File: src/rtl/stt_pkg.sv
`default_nettype none
// ----------------------------------------------------------------------------
// stt_pkg
// shared types and constants of the software timer table
// ----------------------------------------------------------------------------
package stt_pkg;

  localparam int unsigned TIME_W = 64;
  localparam int unsigned SLOT_W = 4;
  localparam int unsigned CMD_W  = 2;

  typedef enum logic [CMD_W-1:0] {
    CMD_ADD    = 2'd0,
    CMD_DELETE = 2'd1,
    CMD_TICK   = 2'd2
  } cmd_e;

  // one queued operation, already checked by the front end
  typedef struct packed {
    cmd_e              op;
    logic [SLOT_W-1:0] slot;
    logic [TIME_W-1:0] now_ns;
    logic [TIME_W-1:0] duration_ns;
    logic [TIME_W-1:0] interval_ns;
    logic              is_periodic;
    logic              reuse_duration;
  } stt_op_t;

  // per-slot settings written only by an add
  typedef struct packed {
    logic [TIME_W-1:0] duration_ns;
    logic [TIME_W-1:0] interval_ns;
    logic              is_periodic;
    logic              reuse_duration;
  } stt_par_t;

endpackage
`default_nettype wire

File: src/rtl/stt_if.sv
`default_nettype none
// ----------------------------------------------------------------------------
// stt_if
// command and result channels of the software timer table
// ----------------------------------------------------------------------------
interface stt_cmd_if
  import stt_pkg::*;
();
  logic                    valid;
  logic                    ready;
  logic [CMD_W-1:0]        command;
  logic [SLOT_W-1:0]       slot;
  logic [TIME_W-1:0]       now_ns;
  logic [TIME_W-1:0]       duration_ns;
  logic [TIME_W-1:0]       interval_ns;
  logic                    is_periodic;
  logic                    reuse_duration;

  modport source (
    output valid, command, slot, now_ns, duration_ns, interval_ns, is_periodic,
           reuse_duration,
    input  ready
  );
  modport sink (
    input  valid, command, slot, now_ns, duration_ns, interval_ns, is_periodic,
           reuse_duration,
    output ready
  );
endinterface

`default_nettype wire

File: src/rtl/stt_front.sv
`default_nettype none
// ----------------------------------------------------------------------------
// stt_front
// accepts command beats, drops ones with no effect, queues the rest
// ----------------------------------------------------------------------------
module stt_front
  import stt_pkg::*;
#(
  parameter int unsigned NUM_SLOTS = 16
) (
  input  wire          clk_i,
  input  wire          rst_ni,
  stt_cmd_if.sink      cmd_i,
  output logic         q_valid_o,
  output stt_op_t      q_op_o,
  input  wire          q_ready_i
);

  localparam int unsigned DEPTH = 2;

  stt_op_t    ent_q [DEPTH];
  logic       wp_q, wp_d;
  logic       rp_q, rp_d;
  logic [1:0] cnt_q, cnt_d;

  stt_op_t op;
  logic    in_range;
  logic    keep;
  logic    push;
  logic    pop;

  assign cmd_i.ready = (cnt_q != 2'(DEPTH));
  assign in_range    = 7'(cmd_i.slot) < 7'(NUM_SLOTS);

  always_comb begin
    op.op             = CMD_TICK;
    op.slot           = cmd_i.slot;
    op.now_ns         = cmd_i.now_ns;
    op.duration_ns    = cmd_i.duration_ns;
    op.interval_ns    = cmd_i.interval_ns;
    op.is_periodic    = cmd_i.is_periodic;
    op.reuse_duration = cmd_i.reuse_duration;
    keep              = 1'b0;
    unique case (cmd_i.command)
      CMD_ADD: begin
        op.op = CMD_ADD;
        keep  = in_range;
      end
      CMD_DELETE: begin
        op.op = CMD_DELETE;
        keep  = in_range;
      end
      CMD_TICK: begin
        op.op = CMD_TICK;
        keep  = 1'b1;
      end
      default: keep = 1'b0;
    endcase
  end

  assign push      = cmd_i.valid && cmd_i.ready && keep;
  assign q_valid_o = (cnt_q != 2'd0);
  assign q_op_o    = ent_q[rp_q];
  assign pop       = q_valid_o && q_ready_i;

  always_comb begin
    wp_d  = push ? ~wp_q : wp_q;
    rp_d  = pop ? ~rp_q : rp_q;
    cnt_d = cnt_q + 2'(push) - 2'(pop);
  end

  always_ff @(posedge clk_i or negedge rst_ni) begin
    if (!rst_ni) begin
      wp_q  <= 1'b0;
      rp_q  <= 1'b0;
      cnt_q <= 2'd0;
    end else begin
      wp_q  <= wp_d;
      rp_q  <= rp_d;
      cnt_q <= cnt_d;
    end
  end

  always_ff @(posedge clk_i) begin
    if (push) begin
      ent_q[wp_q] <= op;
    end
  end

endmodule
`default_nettype wire

File: src/flat_wrapper.sv
// flat-port wrapper written by rule: the top's interface ports become plain ports
module stt_front_flat import stt_pkg::*;
#(
  parameter int unsigned NUM_SLOTS = 16
)
  (clk_i, rst_ni, q_valid_o, q_op_o, q_ready_i, cmd_i_valid, cmd_i_command, cmd_i_slot, cmd_i_now_ns, cmd_i_duration_ns, cmd_i_interval_ns, cmd_i_is_periodic, cmd_i_reuse_duration, cmd_i_ready);
  stt_cmd_if cmd_i_i ();
  input  wire clk_i;
  input  wire rst_ni;
  output logic q_valid_o;
  output stt_op_t q_op_o;
  input  wire q_ready_i;
  input wire logic [$bits(cmd_i_i.valid)-1:0] cmd_i_valid;
  input wire logic [$bits(cmd_i_i.command)-1:0] cmd_i_command;
  input wire logic [$bits(cmd_i_i.slot)-1:0] cmd_i_slot;
  input wire logic [$bits(cmd_i_i.now_ns)-1:0] cmd_i_now_ns;
  input wire logic [$bits(cmd_i_i.duration_ns)-1:0] cmd_i_duration_ns;
  input wire logic [$bits(cmd_i_i.interval_ns)-1:0] cmd_i_interval_ns;
  input wire logic [$bits(cmd_i_i.is_periodic)-1:0] cmd_i_is_periodic;
  input wire logic [$bits(cmd_i_i.reuse_duration)-1:0] cmd_i_reuse_duration;
  output wire logic [$bits(cmd_i_i.ready)-1:0] cmd_i_ready;
  assign cmd_i_i.valid = cmd_i_valid;
  assign cmd_i_i.command = cmd_i_command;
  assign cmd_i_i.slot = cmd_i_slot;
  assign cmd_i_i.now_ns = cmd_i_now_ns;
  assign cmd_i_i.duration_ns = cmd_i_duration_ns;
  assign cmd_i_i.interval_ns = cmd_i_interval_ns;
  assign cmd_i_i.is_periodic = cmd_i_is_periodic;
  assign cmd_i_i.reuse_duration = cmd_i_reuse_duration;
  assign cmd_i_ready = cmd_i_i.ready;
  stt_front #(.NUM_SLOTS(NUM_SLOTS)) u_core (.clk_i(clk_i), .rst_ni(rst_ni), .cmd_i(cmd_i_i), .q_valid_o(q_valid_o), .q_op_o(q_op_o), .q_ready_i(q_ready_i));
endmodule
File: config.mk
export PLATFORM = sky130hd
export DESIGN_NAME = stt_front_flat
export DESIGN_NICKNAME = d
export VERILOG_FILES = /design/src/rtl/stt_pkg.sv /design/src/rtl/stt_if.sv /design/src/rtl/stt_front.sv /design/src/flat_wrapper.sv
export SDC_FILE = /design/constraint.sdc
export NUM_CORES = 1
export LEC_CHECK = 0
export ABC_AREA = 0
export BUFFER_PORTS_ARGS = -buffer_cell sky130_fd_sc_hd__clkbuf_2
export CORE_ASPECT_RATIO = 0.9
export CORE_MARGIN = 2
export CORE_UTILIZATION = 56
export DETAILED_ROUTE_END_ITERATION = 6
export GPL_ROUTABILITY_DRIVEN = 0
export PLACE_DENSITY = 0.88
export SETUP_SLACK_MARGIN = 0.05
export SYNTH_ARGS = -nofsm -noshare
export SYNTH_HDL_FRONTEND = slang
export SYNTH_SLANG_ARGS = --single-unit
File: constraint.sdc
create_clock -name clk_i -period 21.7 [get_ports clk_i]
set_clock_uncertainty 0.05 [all_clocks]
set_input_delay 3.255 -clock clk_i [delete_from_list [all_inputs] [get_ports clk_i]]
set_output_delay 3.255 -clock clk_i [all_outputs]
set_load 0.03 [all_outputs]
# After elaboration in Yosys (flattened, before gate mapping)
# Memories as Yosys holds them, arrays and structs flattened.
# Cells that the tools add are included.
# totals
ff_bits	4
mem_bits_rw	400
mem_count	1
word_cells	21
input_bits	204
# op_classes
n_addsub	2
n_eq_ne	3
n_mux	4
reduce_logical	6
bitwise_logic	2
# memory_table
memory	words	width	read_ports	rd_ports_with_merged_regs	wr	line	source
u_core.ent_q	2	200	1	0	1	stt_front.sv:21	stt_op_t ent_q [DEPTH];
# op_table
cell	n
$pmux 2 s2	1
$logic_and 1x1->1	3
$mux 1	3
$reduce_or 3->1	1
$add 2x1->2	1
$eq 2x1->1 const B	1
$eq 2x2->1 const B	1
$logic_not 2->1	1
$ne 2x2->1 const B	1
$not 1->1	2
$reduce_bool 2->1	1
$sub 2x1->2	1

# Depth between registers and ports, before layout
# Gate-level depths: netlist of run 1.
# logic_depth
word_depth	6
mapped_depth	5

# Worst setup path after synthesis of run 1
# No wires, ideal clock.
# synth_timing
path_type	input to register
start	in cmd_i_command[0]
end	mem u_core.ent_q[0][0] in the netlist's numbering, enable pin
path_buffers	0
required_time_ns	20.886
stages	3
setup_slack_ns	9.059
arrival_time_ns	11.826
cell_sequence	nand2_1 nand3_1 nor2_1
# synth_between
elab_chain_cells	6
# synth_lines
element	line	source
from (decl)	flat_wrapper.sv:14	input wire logic [$bits(cmd_i_i.command)-1:0] cmd_i_command;
$eq 2x1->1 (tied with other cells)	stt_front.sv:44	unique case (cmd_i.command)
$reduce_or 3->1 (no source line) *	-	
$mux 1 *	stt_front.sv:44	
$logic_and 1x1->1 *	stt_front.sv:61	assign push = cmd_i.valid && cmd_i.ready && keep;
$mux 1 *	stt_front.sv:85	if (push) begin
$mux 1 (implied by the code) *	stt_front.sv:86	ent_q[wp_q] <= op;
to (decl)	stt_front.sv:21	
# Mark *: on every way between the ends. The rest lies on a longest branch, timed or not.

==> results of run 1 <==
[final cells by class]
| cell class | instances | area [um^2] | share of cell area (%) |
|---|---|---|---|
| clock buffer | 51 | 1060 | 5.83 |
| clock inverter | 17 | 159 | 0.871 |
| timing repair buffer | 413 | 2090 | 11.4 |
| inverter | 2 | 7.51 | 0.0412 |
| tap | 348 | 435 | 2.39 |
| sequential | 404 | 12100 | 66.4 |
| multi-input combinational | 215 | 2370 | 13.0 |
[cells in the mapped netlist]
master    number
nand2b_1       1
edfxtp_1     400
clkbuf_1       1
nor2_1         2
inv_1          2
xnor2_1        2
ha_1           1
xor2_1         3
nand4b_1       1
and2_1         1
mux2_2       200
or2_2          1
dfrtp_1        4
nand3_1        1
buf_6         21
buf_2          1
nand2_1        1
nor2b_1        1
[flip-flops by register name (all words and copies together) (netlist names)]
register,count
u_core.cnt_q,2
u_core.wp_q,1
u_core.rp_q,1
u_core.ent_q,400
[critical path, delay by kind of cell, from the launching register on]
family,cells,cell delay (ps)
muxes,1,420
DFF,1,830
buffers and inverters,2,1070
[logic make-up (layout without fill, tap and decap cells)]
| family | count (synthesis) | count (layout) | share of synthesized area [%] |
|---|---|---|---|
| buffers and inverters | 25 | 483 | 1.72 |
| muxes | 200 | 200 | 15.3 |
| xor gates and xnor gates | 5 | 5 | 0.297 |
| adders and majority gates | 1 | 1 | 0.0850 |
| DFF | 404 | 404 | 82.3 |
| and+or+nand+nor | 9 | 9 | 0.340 |
[routing by layer]
layer | GRT usage [%] | vias up | routed length (um)
met5 | 0 | - | 0
met3 | 5.60 | 63 | 2300
met2 | 35.8 | 334 | 15000
met1 | 23.4 | 3735 | 10800
li1 | - | 3442 | -
met4 | 6.94 | 0 | 820
[per-stage QoR]
step,cell area [um^2],utilization (%)
3_5_place_dp,17000,65.6
5_1_grt,18200,70.4
4_1_cts,18200,70.4
6_report,18200,70.4
2_1_floorplan,14700,-
3_3_place_gp,17000,65.6
[report_power, final]
group	switching [mW]	internal [mW]	total (mW)
clock	0.262	0.380	0.643
sequential	0.0482	1.02	1.07
combinational	0.585	0.289	0.874
total	0.895	1.69	2.59
[how the worst max path moves through the flow]
stage                             from                      endpoint  slack (ps)
5_1_grt        u_core.rp_q$_DFFE_PN0P_                    q_op_o[57]       15320
6_report       u_core.rp_q$_DFFE_PN0P_                    q_op_o[15]       15430
3_3_place_gp          cmd_i_command[1]  u_core.ent_q[0][6]$_DFFE_PP_       15590
3_5_place_dp          cmd_i_command[1]  u_core.ent_q[0][6]$_DFFE_PP_       15520
4_1_cts        u_core.rp_q$_DFFE_PN0P_                    q_op_o[77]       15410
2_1_floorplan         cmd_i_command[0]  u_core.ent_q[0][0]$_DFFE_PP_        9060
==> results.md, run 1 <==
* First-pass GRT wire length at 42.2 mm
* Critical path, cell by cell: buf_4, mux2_2, clkbuf_2
* Hold crit path type: reg -> reg
* Vias in the first global route at 7891
* Top cells by area, synth: edfxtp_1, mux2_2, buf_6
* Gr usage total at 20.0%
* Via-to-Cell Ratio at 5.22
* Peak supply drop at 0.103 mV
* Final setup viols at 0
* Max-Cap Viols at 0
* WP data arrival at 2960 ps
* Chip Height at 158 um
* Root buffer cell: clkbuf_16
* Total power at 2.59 mW
* Worst-path clk slew at 60 ps
* Cell area after synthesis at 14700 um^2
* Avg Inst Size Synth at 22.9 um^2
* Seq/Total Area, Yosys at 82.3%
* Synth top area share at 81.6%
* Clk_lat worst skew at 510 ps
* Reg-to-Reg End: u_core.ent_q[0][30]$_DFFE_PP_
* Cell taking the most area after synthesis: edfxtp_1
* Total gr overflow at 0
* R2R depth at 5
* Commonest non-fill, non-tap cell in the layout: clkbuf_2
* Hold Path Stages at 1
* Drt initial violations at 464
* Startpoint types: flop
* Initial core utilization at 56.8%
* HPWL Detailed at 19.3 mm
* Remaining DRCs at 0
* Final wirelength at 28.9 mm
* Synthesized flop and latch total at 404
* Leak pwr at 6.88 nW
* Reg2reg start: u_core.cnt_q[1]$_DFF_PN0_
* Worst slew pin tran at 1060 ps
* HP Start: u_core.wp_q$_DFFE_PN0P_
* H-tree levels at 2
* Relative slew slack at 29.4%
* CTS Buffer Depth at 3
* Final worst setup slack at 15430 ps
* Worst setup EP type: primary output
* Worst reg2reg setup slack at 18440 ps
* Pre-CTS WS at 15520 ps
* Layout cells sized above 1 at 60.5%
* Max incr delay on CP at 870 ps
* Post-Syn Instances at 644
* Req. time, crit path at 18400 ps
* Row count at 56
* Most frequent cells in the layout: clkbuf_2, edfxtp_1, mux2_2
* Worst Setup Path Type: reg -> out
* Die width at 175 um
* WL per Instance at 19.9 um
* Hold_buf cts at 0
* YS warnings at 0
* Clock sinks at 404
* RSZ-0062 raised after global routing: false
* Placed insts at 1382
* Slowest cell on crit path: buf_4
* DIE AREA at 27600 um^2
* Final nets at 1280
* Final hold slack at 535 ps
* Largest net degree at the start of global routing at 82
* Synth unique cells at 18
* Fin crit share at 28.9%
* Status: finished, final reports clean
* Worst hold endpoint: u_core.wp_q$_DFFE_PN0P_
* Initial DRT Pass Iterations at 4
* Fmax achieved at 0.160 GHz
* Post-Route Setup TNS at 0 ps
* Fill cell count at 1608
* Final hold viol count at 0
* CTS tree: built
* Port Buffer Count at 405
* Max-slew violations at 0
* ANT cells at 0
* DR vias at 7574
* Final ANT Viol Nets at 0
* Min Tclk post-route at 6270 ps
* Non-filler cells, final at 1450
* Number of top-level pins at 406
* Layout area overhead at 23.9%
* Crit-path max FO at 81
* P per Cell Area at 142 nW/um^2
* Total CTS buffers at 39
* Synth Net Count at 849
* Setup bufs post-CTS at 0
* Resized cells post-CTS at 0
* Initial antenna violation count at 0
* Core area at 25900 um^2
Note: power is estimated with default switching activity, not from simulation.
==> inputs of run 2 (changes only) <==
--- a/config.mk
+++ b/config.mk
@@ -9,10 +9,10 @@
 export BUFFER_PORTS_ARGS = -buffer_cell sky130_fd_sc_hd__clkbuf_2
 export CORE_ASPECT_RATIO = 0.9
 export CORE_MARGIN = 2
-export CORE_UTILIZATION = 56
+export CORE_UTILIZATION = 47
 export DETAILED_ROUTE_END_ITERATION = 6
 export GPL_ROUTABILITY_DRIVEN = 0
-export PLACE_DENSITY = 0.88
+export PLACE_DENSITY = 0.79
 export SETUP_SLACK_MARGIN = 0.05
 export SYNTH_ARGS = -nofsm -noshare
 export SYNTH_HDL_FRONTEND = slang
==> constraint.sdc (replaced) <==
create_clock -name clk_i -period 5.7 [get_ports clk_i]
set_clock_uncertainty 0.05 [all_clocks]
set_input_delay 0.855 -clock clk_i [delete_from_list [all_inputs] [get_ports clk_i]]
set_output_delay 0.855 -clock clk_i [all_outputs]
set_load 0.03 [all_outputs]
==> results.md, run 2 (same netlist as run 1, synthesis figures left out) <==
* RSZ-0062 raised after global routing: false
* Final nets at 1280
* Max-Cap Viols at 0
* Post-Route Setup TNS at 0 ps
* Biggest register: u_core.ent_q
* Min Tclk post-route at 3560 ps
* Final hold viol count at 0
* Row count at 61
* Layout cells sized above 1 at 61.0%
* DR vias at 7493
* DIE AREA at 32800 um^2
* Resized cells post-CTS at 0
* Root buffer cell: clkbuf_16
* CTS Buffer Depth at 3
* Chip Height at 172 um
* WP data arrival at 2650 ps
* Non-filler cells, final at 1516
* Initial core utilization at 47.7%
* Leading registers by flop count: u_core.ent_q: 400 flops, u_core.cnt_q: 2 flops
* Total power at 9.95 mW
* Max reg flops at 400
* Remaining DRCs at 0
* Leak pwr at 6.94 nW
* Fmax achieved at 0.281 GHz
* Status: finished, final reports clean
* Setup bufs post-CTS at 0
* Hold_buf cts at 0
* Worst Setup Path Type: reg -> out
* R2R depth at 4
* Final worst setup slack at 2140 ps
* P per Cell Area at 539 nW/um^2
* Commonest non-fill, non-tap cell in the layout: clkbuf_2
* Startpoint types: flop
* Clk_lat worst skew at 530 ps
* Total gr overflow at 0
* Fin crit share at 62.4%
* Drt initial violations at 405
* Port Buffer Count at 405
* Core area at 30800 um^2
* Worst slew pin tran at 713 ps
* WL per Instance at 19.1 um
* Layout area overhead at 25.3%
* Pre-CTS WS at 2690 ps
* Via-to-Cell Ratio at 4.94
* CTS tree: built
* Req. time, crit path at 4800 ps
* Initial DRT Pass Iterations at 4
* Gr usage total at 16.8%
* HPWL Detailed at 19.2 mm
* Relative slew slack at 52.5%
* Vias in the first global route at 7760
* Largest net degree at the start of global routing at 107
* Hold crit path type: in -> async
* Initial antenna violation count at 3
* Worst-path clk slew at 60 ps
* Fill cell count at 2271
* Worst setup EP type: primary output
* First-pass GRT wire length at 41.9 mm
* Peak supply drop at 0.439 mV
* Number of top-level pins at 406
* Placed insts at 1441
* Final ANT Viol Nets at 0
* Final setup viols at 0
* Clock sinks at 404
* Final wirelength at 28.9 mm
* Crit-path max FO at 53
* Core Util, Final at 59.8%
* Die width at 191 um
* H-tree levels at 2
* Total CTS buffers at 41
* Most frequent cells in the layout: clkbuf_2, edfxtp_1, mux2_2
* Max-slew violations at 0
-- run 2: area by class of cell --
cell class / count / area (um^2) / share of cell area [%]
multi-input cells: 215 / 2370 / 12.9
inverters: 2 / 7.51 / 0.0407
clock inverters: 22 / 160 / 0.868
well taps: 409 / 512 / 2.77
diodes: 2 / 5.00 / 0.0271
clock buffers: 51 / 1150 / 6.21
repair buffers: 411 / 2130 / 11.6
flip-flops and latches: 404 / 12100 / 65.7
-- run 2: worst paths after layout --
path	end	slack, ps	startpoint
worst max-delay path	q_op_o[87]	2140	u_core.rp_q$_DFFE_PN0P_
worst min-delay path	u_core.rp_q$_DFFE_PN0P_	70	rst_ni
worst max register to register	u_core.ent_q[1][148]$_DFFE_PP_	3600	u_core.cnt_q[1]$_DFF_PN0_
worst min register to register	u_core.wp_q$_DFFE_PN0P_	500	u_core.wp_q$_DFFE_PN0P_
max in group asynchronous	u_core.rp_q$_DFFE_PN0P_	5380	rst_ni
min in group clk_i	u_core.ent_q[1][15]$_DFFE_PP_	460	cmd_i_interval_ns[13]
-- run 2: where the power goes --
part / total, mW / leakage [nW] / internal (mW) / switching, mW
sequential: 4.07 / 3.73 / 3.89 / 0.178
combinational: 3.33 / 2.57 / 1.12 / 2.21
clock: 2.56 / 0.640 / 1.51 / 1.05
total: 9.95 / 6.94 / 6.52 / 3.43
-- run 2: per-stage QoR --
| stage | cell area [um^2] | hold slack, ps |
|---|---|---|
| 6_report | 18500 | 72.1 |
| 5_1_grt | 18500 | 41.6 |
| 4_1_cts | 18400 | 39.0 |
| 3_5_place_dp | 17100 | 494 |
| 3_3_place_gp | 17100 | 486 |
| 2_1_floorplan | 14700 | 436 |
-- run 2: critical path, cell delays in order (launching register included) --
cell and delay, ps:
dfrtp_4 810, buf_4 640, mux2_2 420, clkbuf_2 180
-- run 2: routing by layer --
metal  track usage (%)  routed length (um)
met4              7.85                1070
met3              5.66                2400
met2              28.9               14700
met5                 0                   0
met1              19.1               10800
==> inputs of run 3 (changes only) <==
--- a/config.mk
+++ b/config.mk
@@ -9,10 +9,10 @@
 export BUFFER_PORTS_ARGS = -buffer_cell sky130_fd_sc_hd__clkbuf_2
 export CORE_ASPECT_RATIO = 0.9
 export CORE_MARGIN = 2
-export CORE_UTILIZATION = 47
+export CORE_UTILIZATION = 52
 export DETAILED_ROUTE_END_ITERATION = 6
 export GPL_ROUTABILITY_DRIVEN = 0
-export PLACE_DENSITY = 0.79
+export PLACE_DENSITY = 0.82
 export SETUP_SLACK_MARGIN = 0.05
 export SYNTH_ARGS = -nofsm -noshare
 export SYNTH_HDL_FRONTEND = slang
==> constraint.sdc (replaced) <==
create_clock -name clk_i -period 3.7 [get_ports clk_i]
set_clock_uncertainty 0.05 [all_clocks]
set_input_delay 0.555 -clock clk_i [delete_from_list [all_inputs] [get_ports clk_i]]
set_output_delay 0.555 -clock clk_i [all_outputs]
set_load 0.03 [all_outputs]
==> results.md, run 3 (same netlist as run 1, synthesis figures left out) <==
* Status: finished, final reports clean
* Startpoint types: flop
* Placed insts at 1399
* HP Start: cmd_i_now_ns[46]
* Final hold viol count at 0
* H-tree levels at 2
* Reg2reg start: u_core.cnt_q[1]$_DFF_PN0_
* Initial core utilization at 52.8%
* Leak pwr at 6.92 nW
* Largest net degree at the start of global routing at 84
* Initial antenna violation count at 0
* Clock sinks at 404
* Biggest register: u_core.ent_q
* Total gr overflow at 0
* Resized cells post-CTS at 0
* Worst Setup Path Type: reg -> out
* Worst hold endpoint: u_core.ent_q[0][176]$_DFFE_PP_
* Final setup viols at 0
* Worst-path clk slew at 60 ps
* First-pass GRT wire length at 43.5 mm
* Row count at 58
* Non-filler cells, final at 1469
* Die width at 181 um
* ANT cells at 0
* Root buffer cell: clkbuf_16
* CTS Buffer Depth at 3
* Layout area overhead at 24.7%
* Commonest non-fill, non-tap cell in the layout: clkbuf_2
* Peak supply drop at 0.544 mV
* Max-slew violations at 0
* Hold crit path type: in -> reg
* WP data arrival at 2020 ps
* Max-Cap Viols at 0
* Final ANT Viol Nets at 0
* Crit-path max FO at 83
* Max reg flops at 400
* CP delay by family, top: buffers and inverters
* Via-to-Cell Ratio at 5.18
* Critical path, cell by cell: buf_12, mux2_2, clkbuf_2
* P per Cell Area at 823 nW/um^2
* Req. time, crit path at 3090 ps
* Initial DRT Pass Iterations at 4
* Layout cells sized above 1 at 60.6%
* Core area at 27900 um^2
* Final nets at 1287
* Drt initial violations at 492
* Gr usage total at 19.2%
* Crit. Startpoint: u_core.rp_q$_DFFE_PN0P_
* CP Buf/Inv Count at 2
* Fmax achieved at 0.381 GHz
* RSZ-0062 raised after global routing: false
* Worst slew pin tran at 643 ps
* Max incr delay on CP at 490 ps
* Min Tclk post-route at 2620 ps
* Number of top-level pins at 406
* Fin crit share at 70.9%
* WL per Instance at 19.9 um
* Area of placed instances at 17200 um^2
* Port Buffer Count at 405
* Design area at 18400 um^2
* Vias in the first global route at 8088
* Most frequent cells in the layout: clkbuf_2, edfxtp_1, mux2_2
* Clk_lat worst skew at 510 ps
* Total CTS buffers at 40
* HPWL Detailed at 20.0 mm
* Final wirelength at 29.3 mm
* Leading registers by flop count: u_core.ent_q: 400 flops, u_core.cnt_q: 2 flops
* Slowest cell on crit path: dfrtp_4
* Hold Path Stages at 1
* Reg-to-Reg End: u_core.ent_q[1][175]$_DFFE_PP_
* Relative slew slack at 57.0%
* R2R depth at 4
* Worst reg2reg setup slack at 1640 ps
* DIE AREA at 29700 um^2
* Worst setup EP type: primary output
* Remaining DRCs at 0
* Chip Height at 164 um
* DR vias at 7614
* CTS tree: built
## run 3: changes by cell type in the layout (fill, tap and decap cells not counted), sizes merged
cell,change
buf,+7
bufinv,-2
clkbuf,-2
clkinvlp,-2
diode,-2
clkinv,+1
dlygate4sd3,+1
inv,+1
## run 3: worst max-delay path by stage
| stage | to | slack, ps | cells after the start |
|---|---|---|---|
| finish | q_op_o[54] | 1080 | 3 |
| global route | q_op_o[46] | 980 | 3 |
| CTS | q_op_o[34] | 1040 | 3 |
| detailed placement | u_core.ent_q[1][20]$_DFFE_PP_ | 1350 | 5 |
| global placement | u_core.ent_q[1][170]$_DFFE_PP_ | 1380 | 5 |
| floorplan | u_core.ent_q[0][0]$_DFFE_PP_ | -480 | 3 |
## run 3: layout make-up
type	count	area, um^2
clock buffers	49	1060
clock inverters	20	93.8
fillers	1868	9510
inverters	2	7.51
multi-input cells	215	2410
flip-flops and latches	404	12100
well taps	360	450
repair buffers	419	2220
## run 3: metal layers
| metal | up-vias | part of all wire [%] | track usage [%] |
|---|---|---|---|
| met5 | - | 0 | 0 |
| li1 | 3458 | - | - |
| met4 | 0 | 3.6 | 8.06 |
| met3 | 76 | 7.0 | 5.40 |
| met1 | 3781 | 37 | 22.2 |
| met2 | 299 | 52 | 33.9 |
## run 3: per-stage QoR
stage	total power, mW	utilization (%)	worst slack (ps)	TNS (ps)	hold slack (ps)
final	15.1	65.9	1080	0	177
after detailed placement	11.7	61.7	1350	0	331
after global placement	11.6	61.7	1380	0	324
after floorplan	10.3	-	-485	-190290	209
after global routing	15.7	65.9	981	0	153
after CTS	15.3	65.9	1040	0	145
## run 3: where the power goes
group	switching, mW	internal [mW]	total (mW)
clock network	1.56	2.02	3.57
logic	3.55	1.79	5.34
registers	0.198	5.99	6.18
## run 3: timing repair
action	in CTS	in global routing
hold buffers	1	0
setup buffers	0	0
hold endpoints to repair	4	0
